===== src/rtl/gvt_pkg.sv =====
`timescale 1ns / 1ps
// Package for the grid validity triangulator: field widths, default parameter
// values and the quad classification codes. It depends on nothing else.
package gvt_pkg;

    localparam int DEF_MAX_COLUMNS = 1024;
    localparam int DEF_INDEX_WIDTH = 32;
    localparam int VDIV_W          = 10;
    localparam int ROW_W           = 22;
    localparam int CORNER_W        = 32;
    localparam int KIND_W          = 3;
    localparam int QUEUE_DEPTH     = 4;

    typedef enum logic [KIND_W-1:0] {
        QK_FULL,
        QK_NO_A,
        QK_NO_B,
        QK_NO_C,
        QK_NO_D
    } t_quad_kind;

    typedef enum logic {
        BK_FIRST,
        BK_SECOND
    } t_back_state;

endpackage


===== src/rtl/gvt_ram.sv =====
`timescale 1ns / 1ps
// Generic simple dual port RAM with one write port and one registered read port.
// A read and a write at the same address return the old data. No dependencies.
module gvt_ram #(
    parameter int WIDTH = 1,
    parameter int DEPTH = 1024
) (
    input  logic                     i_clk,
    input  logic                     i_wr_en,
    input  logic [$clog2(DEPTH)-1:0] i_wr_addr,
    input  logic [WIDTH-1:0]         i_wr_data,
    input  logic                     i_rd_en,
    input  logic [$clog2(DEPTH)-1:0] i_rd_addr,
    output logic [WIDTH-1:0]         o_rd_data
);

    logic [WIDTH-1:0] r_mem [DEPTH];
    logic [WIDTH-1:0] r_rd_data;

    always_ff @(posedge i_clk) begin
        if (i_wr_en) begin
            r_mem[i_wr_addr] <= i_wr_data;
        end
        if (i_rd_en) begin
            r_rd_data <= r_mem[i_rd_addr];
        end
    end

    assign o_rd_data = r_rd_data;

endmodule


===== src/rtl/gvt_fifo.sv =====
`timescale 1ns / 1ps
// Small first-in first-out queue of classified quads between front and back.
// It depends on nothing else; DEPTH must be a power of two.
module gvt_fifo #(
    parameter int WIDTH = 8,
    parameter int DEPTH = 4
) (
    input  logic             i_clk,
    input  logic             i_rst_n,
    input  logic             i_push,
    input  logic [WIDTH-1:0] i_data,
    output logic             o_full,
    input  logic             i_pop,
    output logic [WIDTH-1:0] o_data,
    output logic             o_empty
);

    localparam int AW = $clog2(DEPTH);
    localparam int CW = $clog2(DEPTH + 1);

    logic [WIDTH-1:0] r_mem [DEPTH];
    logic [AW-1:0]    r_wr_ptr;
    logic [AW-1:0]    r_rd_ptr;
    logic [CW-1:0]    r_count;

    assign o_full  = (r_count == CW'(DEPTH));
    assign o_empty = (r_count == '0);
    assign o_data  = r_mem[r_rd_ptr];

    always_ff @(posedge i_clk) begin
        if (!i_rst_n) begin
            r_wr_ptr <= '0;
            r_rd_ptr <= '0;
            r_count  <= '0;
        end else begin
            if (i_push) begin
                r_wr_ptr <= r_wr_ptr + AW'(1);
            end
            if (i_pop) begin
                r_rd_ptr <= r_rd_ptr + AW'(1);
            end
            if (i_push && !i_pop) begin
                r_count <= r_count + CW'(1);
            end else if (!i_push && i_pop) begin
                r_count <= r_count - CW'(1);
            end
        end
    end

    always_ff @(posedge i_clk) begin
        if (i_push) begin
            r_mem[r_wr_ptr] <= i_data;
        end
    end

endmodule


===== src/rtl/gvt_front.sv =====
`timescale 1ns / 1ps
// Front part: takes vertex beats, tracks row and column, keeps the line buffer
// and classifies each quad. Depends on gvt_pkg and gvt_ram.
module gvt_front #(
    parameter int MAX_COLUMNS = gvt_pkg::DEF_MAX_COLUMNS,
    parameter int INDEX_WIDTH = gvt_pkg::DEF_INDEX_WIDTH
) (
    input  logic                      i_clk,
    input  logic                      i_rst_n,
    input  logic                      i_cfg_wr_en,
    input  logic [gvt_pkg::VDIV_W-1:0] i_cfg_wr_data,
    input  logic                      i_valid,
    output logic                      o_ready,
    input  logic                      i_vertex_valid,
    input  logic                      i_row_bridge,
    input  logic                      i_mesh_start,
    output logic                      o_push,
    output logic [gvt_pkg::KIND_W+4*INDEX_WIDTH-1:0] o_push_data,
    input  logic                      i_queue_full
);

    localparam int VW       = gvt_pkg::VDIV_W;
    localparam int IW       = INDEX_WIDTH;
    localparam int LB_DEPTH = (MAX_COLUMNS < (1 << VW)) ? MAX_COLUMNS : (1 << VW);
    localparam int AW       = $clog2(LB_DEPTH);
    localparam logic [VW-1:0] VDIV_CAP = VW'(LB_DEPTH - 1);

    logic [VW-1:0]              r_vdiv;
    logic [VW-1:0]              r_col;
    logic [gvt_pkg::ROW_W-1:0]  r_row;
    logic [IW-1:0]              r_base;
    logic                       r_left;
    logic                       r_bridged;
    logic                       r_ul;
    logic                       r_s1_valid;
    logic                       r_s1_en;
    logic                       r_s1_b;
    logic                       r_s1_d;
    logic [IW-1:0]              r_s1_id;
    logic [VW:0]                r_s1_stride;

    logic [VW-1:0]              eff_vdiv;
    logic [VW:0]                stride;
    logic [VW-1:0]              col_cur;
    logic [gvt_pkg::ROW_W-1:0]  row_cur;
    logic [IW-1:0]              base_cur;
    logic [VW-1:0]              col_j;
    logic                       quad_en;
    logic                       accept;
    logic                       above;
    logic                       hit;
    logic                       s1_done;
    gvt_pkg::t_quad_kind        kind;
    logic [IW-1:0]              idx_a;
    logic [IW-1:0]              idx_b;
    logic [IW-1:0]              idx_c;

    assign eff_vdiv = (r_vdiv > VDIV_CAP) ? VDIV_CAP : r_vdiv;
    assign stride   = {1'b0, eff_vdiv} + (VW + 1)'(1);
    assign col_cur  = i_mesh_start ? '0 : r_col;
    assign row_cur  = i_mesh_start ? '0 : r_row;
    assign base_cur = i_mesh_start ? '0 : r_base;
    assign col_j    = (col_cur > VDIV_CAP) ? VDIV_CAP : col_cur;
    assign quad_en  = (row_cur != '0) && (col_j != '0) && r_bridged;

    assign accept  = i_valid && o_ready;
    assign s1_done = !(r_s1_en && hit) || !i_queue_full;
    assign o_ready = !r_s1_valid || s1_done;

    gvt_ram #(
        .WIDTH (1),
        .DEPTH (LB_DEPTH)
    ) u_line_buf (
        .i_clk     (i_clk),
        .i_wr_en   (accept),
        .i_wr_addr (col_j[AW-1:0]),
        .i_wr_data (i_vertex_valid),
        .i_rd_en   (accept),
        .i_rd_addr (col_j[AW-1:0]),
        .o_rd_data (above)
    );

    always_comb begin
        hit  = 1'b1;
        kind = gvt_pkg::QK_FULL;
        priority if (r_ul && r_s1_b && above && r_s1_d) begin
            kind = gvt_pkg::QK_FULL;
        end else if (r_ul && r_s1_b && above) begin
            kind = gvt_pkg::QK_NO_D;
        end else if (r_s1_b && above && r_s1_d) begin
            kind = gvt_pkg::QK_NO_A;
        end else if (r_ul && above && r_s1_d) begin
            kind = gvt_pkg::QK_NO_B;
        end else if (r_ul && r_s1_b && r_s1_d) begin
            kind = gvt_pkg::QK_NO_C;
        end else begin
            hit = 1'b0;
        end
    end

    assign idx_c = r_s1_id - IW'(r_s1_stride);
    assign idx_a = r_s1_id - IW'(r_s1_stride) - IW'(1);
    assign idx_b = r_s1_id - IW'(1);

    assign o_push      = r_s1_valid && r_s1_en && hit && !i_queue_full;
    assign o_push_data = {kind, idx_a, idx_b, idx_c, r_s1_id};

    always_ff @(posedge i_clk) begin
        if (!i_rst_n) begin
            r_vdiv     <= VW'(1);
            r_col      <= '0;
            r_row      <= '0;
            r_base     <= '0;
            r_left     <= 1'b0;
            r_bridged  <= 1'b0;
            r_ul       <= 1'b0;
            r_s1_valid <= 1'b0;
        end else begin
            if (i_cfg_wr_en) begin
                r_vdiv <= i_cfg_wr_data;
            end
            if (r_s1_valid && s1_done) begin
                r_ul <= above;
            end
            if (accept) begin
                r_s1_valid <= 1'b1;
            end else if (s1_done) begin
                r_s1_valid <= 1'b0;
            end
            if (accept) begin
                r_left <= i_vertex_valid;
                if (col_cur >= eff_vdiv) begin
                    r_col     <= '0;
                    r_row     <= row_cur + gvt_pkg::ROW_W'(1);
                    r_base    <= base_cur + IW'(stride);
                    r_bridged <= i_row_bridge;
                end else begin
                    r_col  <= col_cur + VW'(1);
                    r_row  <= row_cur;
                    r_base <= base_cur;
                end
            end
        end
    end

    always_ff @(posedge i_clk) begin
        if (accept) begin
            r_s1_en     <= quad_en;
            r_s1_b      <= r_left;
            r_s1_d      <= i_vertex_valid;
            r_s1_id     <= base_cur + IW'(col_j);
            r_s1_stride <= stride;
        end
    end

endmodule


===== src/rtl/gvt_back.sv =====
`timescale 1ns / 1ps
// Back part: turns classified quads from the queue into triangle beats held in
// an output register. Depends on gvt_pkg.
module gvt_back #(
    parameter int INDEX_WIDTH = gvt_pkg::DEF_INDEX_WIDTH
) (
    input  logic                        i_clk,
    input  logic                        i_rst_n,
    input  logic [gvt_pkg::KIND_W+4*INDEX_WIDTH-1:0] i_job,
    input  logic                        i_empty,
    output logic                        o_pop,
    output logic                        o_valid,
    input  logic                        i_ready,
    output logic [gvt_pkg::CORNER_W-1:0] o_corner_a,
    output logic [gvt_pkg::CORNER_W-1:0] o_corner_b,
    output logic [gvt_pkg::CORNER_W-1:0] o_corner_c,
    output logic                        o_last
);

    localparam int IW = INDEX_WIDTH;
    localparam int CW = gvt_pkg::CORNER_W;

    gvt_pkg::t_back_state r_state;
    gvt_pkg::t_back_state n_state;
    logic                 r_valid;
    logic [CW-1:0]        r_a;
    logic [CW-1:0]        r_b;
    logic [CW-1:0]        r_c;
    logic                 r_last;

    gvt_pkg::t_quad_kind  kind;
    logic [IW-1:0]        idx_a;
    logic [IW-1:0]        idx_b;
    logic [IW-1:0]        idx_c;
    logic [IW-1:0]        idx_d;
    logic                 load;
    logic [IW-1:0]        n_a;
    logic [IW-1:0]        n_b;
    logic [IW-1:0]        n_c;
    logic                 n_last;

    assign kind  = gvt_pkg::t_quad_kind'(i_job[gvt_pkg::KIND_W+4*IW-1 -: gvt_pkg::KIND_W]);
    assign idx_a = i_job[4*IW-1 -: IW];
    assign idx_b = i_job[3*IW-1 -: IW];
    assign idx_c = i_job[2*IW-1 -: IW];
    assign idx_d = i_job[IW-1:0];

    assign load = (!r_valid || i_ready) && !i_empty;

    always_comb begin
        n_state = r_state;
        o_pop   = 1'b0;
        n_a     = idx_a;
        n_b     = idx_b;
        n_c     = idx_c;
        n_last  = 1'b1;
        unique case (kind)
            gvt_pkg::QK_FULL: begin
                if (r_state == gvt_pkg::BK_FIRST) begin
                    n_last = 1'b0;
                    if (load) begin
                        n_state = gvt_pkg::BK_SECOND;
                    end
                end else begin
                    n_a = idx_b;
                    n_b = idx_d;
                    if (load) begin
                        n_state = gvt_pkg::BK_FIRST;
                        o_pop   = 1'b1;
                    end
                end
            end
            gvt_pkg::QK_NO_A: begin
                n_a   = idx_b;
                n_b   = idx_d;
                o_pop = load;
            end
            gvt_pkg::QK_NO_B: begin
                n_b   = idx_d;
                o_pop = load;
            end
            gvt_pkg::QK_NO_C: begin
                n_c   = idx_d;
                o_pop = load;
            end
            gvt_pkg::QK_NO_D: begin
                o_pop = load;
            end
            default: begin
                o_pop = load;
            end
        endcase
    end

    always_ff @(posedge i_clk) begin
        if (!i_rst_n) begin
            r_state <= gvt_pkg::BK_FIRST;
            r_valid <= 1'b0;
        end else begin
            r_state <= n_state;
            if (load) begin
                r_valid <= 1'b1;
            end else if (i_ready) begin
                r_valid <= 1'b0;
            end
        end
    end

    always_ff @(posedge i_clk) begin
        if (load) begin
            r_a    <= CW'(n_a);
            r_b    <= CW'(n_b);
            r_c    <= CW'(n_c);
            r_last <= n_last;
        end
    end

    assign o_valid    = r_valid;
    assign o_corner_a = r_a;
    assign o_corner_b = r_b;
    assign o_corner_c = r_c;
    assign o_last     = r_last;

endmodule


===== src/rtl/grid_validity_triangulator_unit.sv =====
`timescale 1ns / 1ps
// Top level of the grid validity triangulator: front, quad queue and back.
// Depends on gvt_pkg, gvt_front, gvt_fifo and gvt_back.
//
//  Channel   Direction  Beat carries
//  s_axis    in         tdata[0] vertex_valid; tuser[0] row bridge flag, [1] mesh_start
//  m_axis    out        tdata corner_a, corner_b, corner_c (32 bits each); tlast last of quad
//  i_cfg_wr  in         v_divisions, written when i_cfg_wr_en is high
//
// One vertex beat is taken per cycle while the queue has room.
// A quad with three valid corners gives one triangle beat, a fully valid quad two.
// An accepted vertex is registered in the front stage and its quad pushed into the
// queue, from which the back loads each triangle beat into its output register.
// The line buffer is one RAM read and written once per vertex.
// Synchronous active-low reset; the line buffer is not cleared by it.
module grid_validity_triangulator_unit #(
    parameter int MAX_COLUMNS = gvt_pkg::DEF_MAX_COLUMNS,
    parameter int INDEX_WIDTH = gvt_pkg::DEF_INDEX_WIDTH
) (
    input  logic        i_clk,
    input  logic        i_rst_n,
    input  logic        i_cfg_wr_en,
    input  logic [9:0]  i_cfg_wr_data,
    input  logic        s_axis_tvalid,
    output logic        s_axis_tready,
    input  logic [7:0]  s_axis_tdata,   // [0] vertex_valid, [7:1] zero
    input  logic [1:0]  s_axis_tuser,   // [0] row bridge flag, [1] mesh_start
    output logic        m_axis_tvalid,
    input  logic        m_axis_tready,
    output logic [95:0] m_axis_tdata,   // [31:0] corner_a, [63:32] corner_b, [95:64] corner_c
    output logic        m_axis_tlast
);

    localparam int QW = gvt_pkg::KIND_W + 4 * INDEX_WIDTH;

    logic          push;
    logic [QW-1:0] push_data;
    logic          queue_full;
    logic          pop;
    logic [QW-1:0] job;
    logic          queue_empty;

    gvt_front #(
        .MAX_COLUMNS (MAX_COLUMNS),
        .INDEX_WIDTH (INDEX_WIDTH)
    ) u_front (
        .i_clk            (i_clk),
        .i_rst_n          (i_rst_n),
        .i_cfg_wr_en      (i_cfg_wr_en),
        .i_cfg_wr_data    (i_cfg_wr_data),
        .i_valid          (s_axis_tvalid),
        .o_ready          (s_axis_tready),
        .i_vertex_valid   (s_axis_tdata[0]),
        .i_row_bridge     (s_axis_tuser[0]),
        .i_mesh_start     (s_axis_tuser[1]),
        .o_push           (push),
        .o_push_data      (push_data),
        .i_queue_full     (queue_full)
    );

    gvt_fifo #(
        .WIDTH (QW),
        .DEPTH (gvt_pkg::QUEUE_DEPTH)
    ) u_queue (
        .i_clk   (i_clk),
        .i_rst_n (i_rst_n),
        .i_push  (push),
        .i_data  (push_data),
        .o_full  (queue_full),
        .i_pop   (pop),
        .o_data  (job),
        .o_empty (queue_empty)
    );

    gvt_back #(
        .INDEX_WIDTH (INDEX_WIDTH)
    ) u_back (
        .i_clk      (i_clk),
        .i_rst_n    (i_rst_n),
        .i_job      (job),
        .i_empty    (queue_empty),
        .o_pop      (pop),
        .o_valid    (m_axis_tvalid),
        .i_ready    (m_axis_tready),
        .o_corner_a (m_axis_tdata[31:0]),
        .o_corner_b (m_axis_tdata[63:32]),
        .o_corner_c (m_axis_tdata[95:64]),
        .o_last     (m_axis_tlast)
    );

endmodule


===== config.mk =====
export PLATFORM = sky130hd
export DESIGN_NAME = grid_validity_triangulator_unit
export DESIGN_NICKNAME = d
export VERILOG_FILES = /design/src/rtl/gvt_pkg.sv /design/src/rtl/gvt_ram.sv /design/src/rtl/gvt_fifo.sv /design/src/rtl/gvt_front.sv /design/src/rtl/gvt_back.sv /design/src/rtl/grid_validity_triangulator_unit.sv
export SDC_FILE = /design/constraint.sdc
export NUM_CORES = 2
export LEC_CHECK = 0
export ABC_CLOCK_PERIOD_IN_PS = 23400
export BUFFER_PORTS_ARGS = -buffer_cell sky130_fd_sc_hd__buf_2
export CORE_ASPECT_RATIO = 0.5
export CORE_UTILIZATION = 68
export CTS_BUF_LIST = sky130_fd_sc_hd__clkbuf_16
export DETAILED_ROUTE_END_ITERATION = 8
export PLACE_DENSITY = 0.85
export RECOVER_POWER = 50
export SLEW_MARGIN = 20
export SYNTH_ARGS = -nofsm -noshare
export SYNTH_HDL_FRONTEND = slang
export SYNTH_SLANG_ARGS = --single-unit

===== constraint.sdc =====
create_clock -name i_clk -period 23.4 [get_ports i_clk]
set_input_delay 1.17 -clock i_clk [delete_from_list [all_inputs] [get_ports i_clk]]
set_output_delay 1.17 -clock i_clk [all_outputs]
set_load 0.02 [all_outputs]

==> implementation parameters <==
Parameter                              Value

Run status
  Outcome ... finished with violations
  Violated checks ... max-capacitance violations, max-slew violations

Min path
  Hold endpoint ... u_front.r_s1_b
  Worst hold path cell count ... 0
  Startpoint of the worst hold path ... u_front.r_left
  Hold/Removal Path Class ... flop to flop

Power and ir drop
  Proportion of power drawn by flip-flops and latches ... 53.3%
  Part of the power in combinational logic ... 12.2%
  Internal power ... 5240 uW
  Worst vdd ir ... 0.0000817 V
  Net Sw Frac ... 25.2%
  Leakage dissipation ... 0.0265 uW
  Pwr Density ... 83.7 nW/um2
  Clock network fraction of total power ... 34.5%
  Net Sw Power ... 1760 uW

Logic synthesis
  Synthesized area divided by synthesized cell count ... 12.9 um2
  Number of flops mapped to enable cells by yosys ... 1692
  Top cell types by occurrence after synthesis ... edfxtp_1 (1692), nor2_1 (1147), nand2_1 (760)
  Most repeated cell in the gate-level netlist after synthesis ... edfxtp_1
  Largest area contributor in the netlist ... edfxtp_1
  Share of Yosys cell area claimed by the top area cell type ... 65.4%
  Synthesized net count ... 6128
  Post-synthesis cell count ... 6041
  Count of warnings emitted by yosys ... 0
  Main flop type after synthesis ... edfxtp_1
  Unique masters post-synth ... 94
  Asr flop ratio synth ... 0%
  Register area share after synthesis ... 67.7%
  Top cells by area in the synthesized netlist ... edfxtp_1 (65%), nor2_1 (5.5%), mux4_2 (4.1%), nand2_1 (3.7%), dfxtp_1 (2.3%)
  Cell area after synthesis ... 77700 um2
  Flip-flop and latch count after synthesis ... 1781

Detailed routing
  Drc violations ... 0
  Final WL ... 203000 um
  First drt pass iteration count ... 9
  Post-DR vias/cell ... 6.85
  Final routed wire length divided by cell count ... 26.9 um
  Via Count ... 51.7k
  Post-DRT Antenna Nets ... 0
  1st-iter DRT viols ... 8959

Setup path
  Chain of cells forming the critical path ... buf_2 -> clkbuf_1 -> nor2b_1 -> clkbuf_1 -> buf_4 -> nand2_1 -> a31oi_1 -> a32oi_1 -> nand4_1 -> nor4_1 -> o32ai_1 -> nand4_1 -> nand4_1
  Critical Path End Type ... flop
  Data arrival time of the worst path ... 14.12 ns
  Start of the worst register-to-register path ... u_front.r_col[0]
  Slack of the worst reg-to-reg path ... 11.44 ns
  Startpoint kind of the worst setup timing path ... primary input
  Critical path's slowest cell ... clkbuf_1
  Critical setup path kind ... primary input to flop
  Delay of the slowest cell on the worst path ... 7.17 ns
  Library cell appearing most often on the critical path ... nand4_1
  Biggest fanout along the worst timing path ... 174
  Required time of the critical path ... 23.98 ns
  Worst r2r path cells ... 11
  Reg2reg end ... u_front.u_line_buf.o_rd_data

Global route
  Wire length of the first global-routing pass ... 297000 um
  Initial antenna violation count ... 2
  Via count of the first global-routing pass ... 49.0k
  GRT Overall Usage ... 34.7%
  GRT Residual Overflow ... 0
  Largest net degree at the start of global routing ... 175

STA
  Max Freq ... 73.8 MHz
  Unrepaired setup endpoints after global routing ... no
  Minimum setup slack in the final design ... 9.86 ns
  Final clock period utilization by the worst path ... 57.9%
  Transition time at the pin with the least slew margin ... 10.37 ns
  Count of endpoints failing setup in the final report ... 0
  Shortest period the worst path allows ... 13.54 ns
  Count of final hold-check violations ... 0
  Number of max-slew violations in the final report ... 1831
  Sum Neg Setup Slack ... 0 ns
  Worst Clk Skew ... 0.0368 ns
  Worst-case headroom to the max-slew limit ... -591%
  Worst Hold Margin ... 0.437 ns

Die
  Total Die Area ... 116000 um2
  Core Box Area ... 113000 um2
  Initial cell density of the core ... 68.8%
  Site row count ... 87
  Number of ports placed on the die boundary ... 124
  Die extent in y ... 241 um
  Die width ... 480 um

Clock tree
  Clock tree from TritonCTS ... built
  Clock transition time at the flip-flop clock pins of the worst setup and hold paths ... 0.07 ns
  Clock root buffer ... clkbuf_16
  Post_cts resized ... 0
  H-tree depth ... 4
  Clock network latency to the later pin of the worst-skew pair ... 0.81 ns
  Clock Sink Count ... 1781
  TritonCTS buffer count ... 148
  Post CTS Setup Buffer Count ... 0
  Maximum clock path buffer count ... 3
  Hold bufs inserted after CTS ... 0

Flow run
  Maximum Capacitance Violations ... 22

Finish
  Final standard cell count with taps included and fillers excluded ... 7554
  Proportion of layout cells with a drive suffix above 1 ... 10.4%
  Area occupied by multi-input gates ... 23200 um2
  Fillers ... 6528
  Synth-to-layout area growth ... 7.60%
  Register area ... 52600 um2
  Net count reported at finish ... 6009

Placed design
  Routability congestion estimate ... 0.875
  Post-placement worst setup slack ... 16.80 ns
  DP Wirelength ... 107000 um
  IO buf count ... 116
  Number of placed cells counting well taps ... 7283
==> worst max-delay path: cells and delay by family <==
kind                   cells  cell delay, ns
buffers and inverters      4           10.05
and+or+nand+nor            6            1.71
AOI/OAI and AO/OA          3            1.02
==> power by group through the flow <==
stage / sequential [uW] / combinational (uW) / clock (uW)
after global routing: 3740 / 900 / 2530
after floorplan: 3890 / 480 / 0
final: 3730 / 857 / 2420
after global placement: 3780 / 820 / 0
after detailed placement: 3790 / 847 / 0
after CTS: 3720 / 863 / 2410
==> how the worst max path moves through the flow <==
stage                               start                             to  slack (ns)  depth (start not counted)
after global placement    s_axis_tuser[1]  u_front.u_line_buf.r_mem[953]       16.96                         10
final                     s_axis_tuser[1]   u_front.u_line_buf.o_rd_data        9.86                         13
after floorplan             m_axis_tready             u_queue.r_count[2]       15.27                         10
after CTS                 s_axis_tuser[1]  u_front.u_line_buf.r_mem[441]       17.63                         10
after detailed placement  s_axis_tuser[1]  u_front.u_line_buf.r_mem[441]       16.80                         10
after global routing      s_axis_tuser[1]            u_front.r_s1_id[26]        9.70                         15
==> logic make-up after synthesis <==
group,synth area share [%]
DFF,67.7
AOI/OAI and AO/OA,5.40
buffers and inverters,2.69
and+or+nand+nor,13.7
xor gates and xnor gates,1.72
adders and majority gates,1.05
muxes,7.73
==> per-stage QoR <==
stage / total power, uW / area [um2] / util, %
2_1_floorplan: 4370 / 77700 / -
3_3_place_gp: 4600 / 79200 / 70.1
3_5_place_dp: 4640 / 79300 / 70.2
4_1_cts: 7000 / 83800 / 74.2
5_1_grt: 7170 / 83600 / 74.0
6_report: 7000 / 83600 / 74.0
==> layout make-up <==
cell class / count / area share [%]
Tap cell: 1513 / 2.26
Inverter: 71 / 0.337
Clock inverter: 115 / 0.890
Antenna cell: 1 / 0.00299
Timing Repair Buffer: 204 / 1.30
Clock buffer: 153 / 4.58
Sequential cell: 1781 / 62.9
Multi-Input combinational cell: 3716 / 27.7
==> routing by layer <==
| metal | share of wire, % | vias to the layer above | global-route usage, % |
|---|---|---|---|
| li1 | - | 21700 | - |
| met1 | 34 | 25200 | 45.2 |
| met2 | 47 | 4100 | 55.8 |
| met3 | 14 | 808 | 7.96 |
| met4 | 5.3 | 2 | 16.9 |
| met5 | 0.0059 | - | 0 |
==> sequential cells by signal (all words and copies together) (netlist names), 2 cells and up, named ones only <==
| name | cells |
|---|---|
| u_queue.r_rd_ptr | 2 |
| u_front.r_vdiv | 10 |
| u_queue.r_mem | 524 |
| u_front.r_col | 10 |
| u_front.r_row | 22 |
| u_front.r_base | 32 |
| u_front.r_s1_stride | 11 |
| u_front.r_s1_id | 32 |
| u_front.u_line_buf.r_mem | 1024 |
| u_queue.r_count | 3 |
| u_back.o_corner_b | 32 |
| u_queue.r_wr_ptr | 2 |
| u_back.o_corner_c | 32 |
| u_back.o_corner_a | 32 |
==> cell usage in the layout, fill, tap and decap left out, types with 29 or more instances in the layout <==
| cell type | n |
|---|---|
| nor3_1 | 50 |
| clkinv_1 | 38 |
| ha_1 | 58 |
| nand2_2 | 29 |
| clkbuf_1 | 117 |
| nor2_1 | 1145 |
| nand2_1 | 728 |
| inv_1 | 98 |
| mux2_2 | 124 |
| edfxtp_1 | 1692 |
| nand4_1 | 43 |
| o21ai_0 | 67 |
| a21oi_1 | 92 |
| nand3_1 | 172 |
| nor2b_1 | 141 |
| and3_1 | 30 |
| dfxtp_1 | 87 |
| a211oi_1 | 103 |
| clkbuf_16 | 153 |
| xnor2_1 | 81 |
| a31oi_1 | 136 |
| mux4_2 | 141 |
| mux2i_1 | 140 |
| xor2_1 | 72 |
| a32oi_1 | 69 |
| buf_4 | 69 |
No activity file was read; power rests on OpenSTA's default activity.
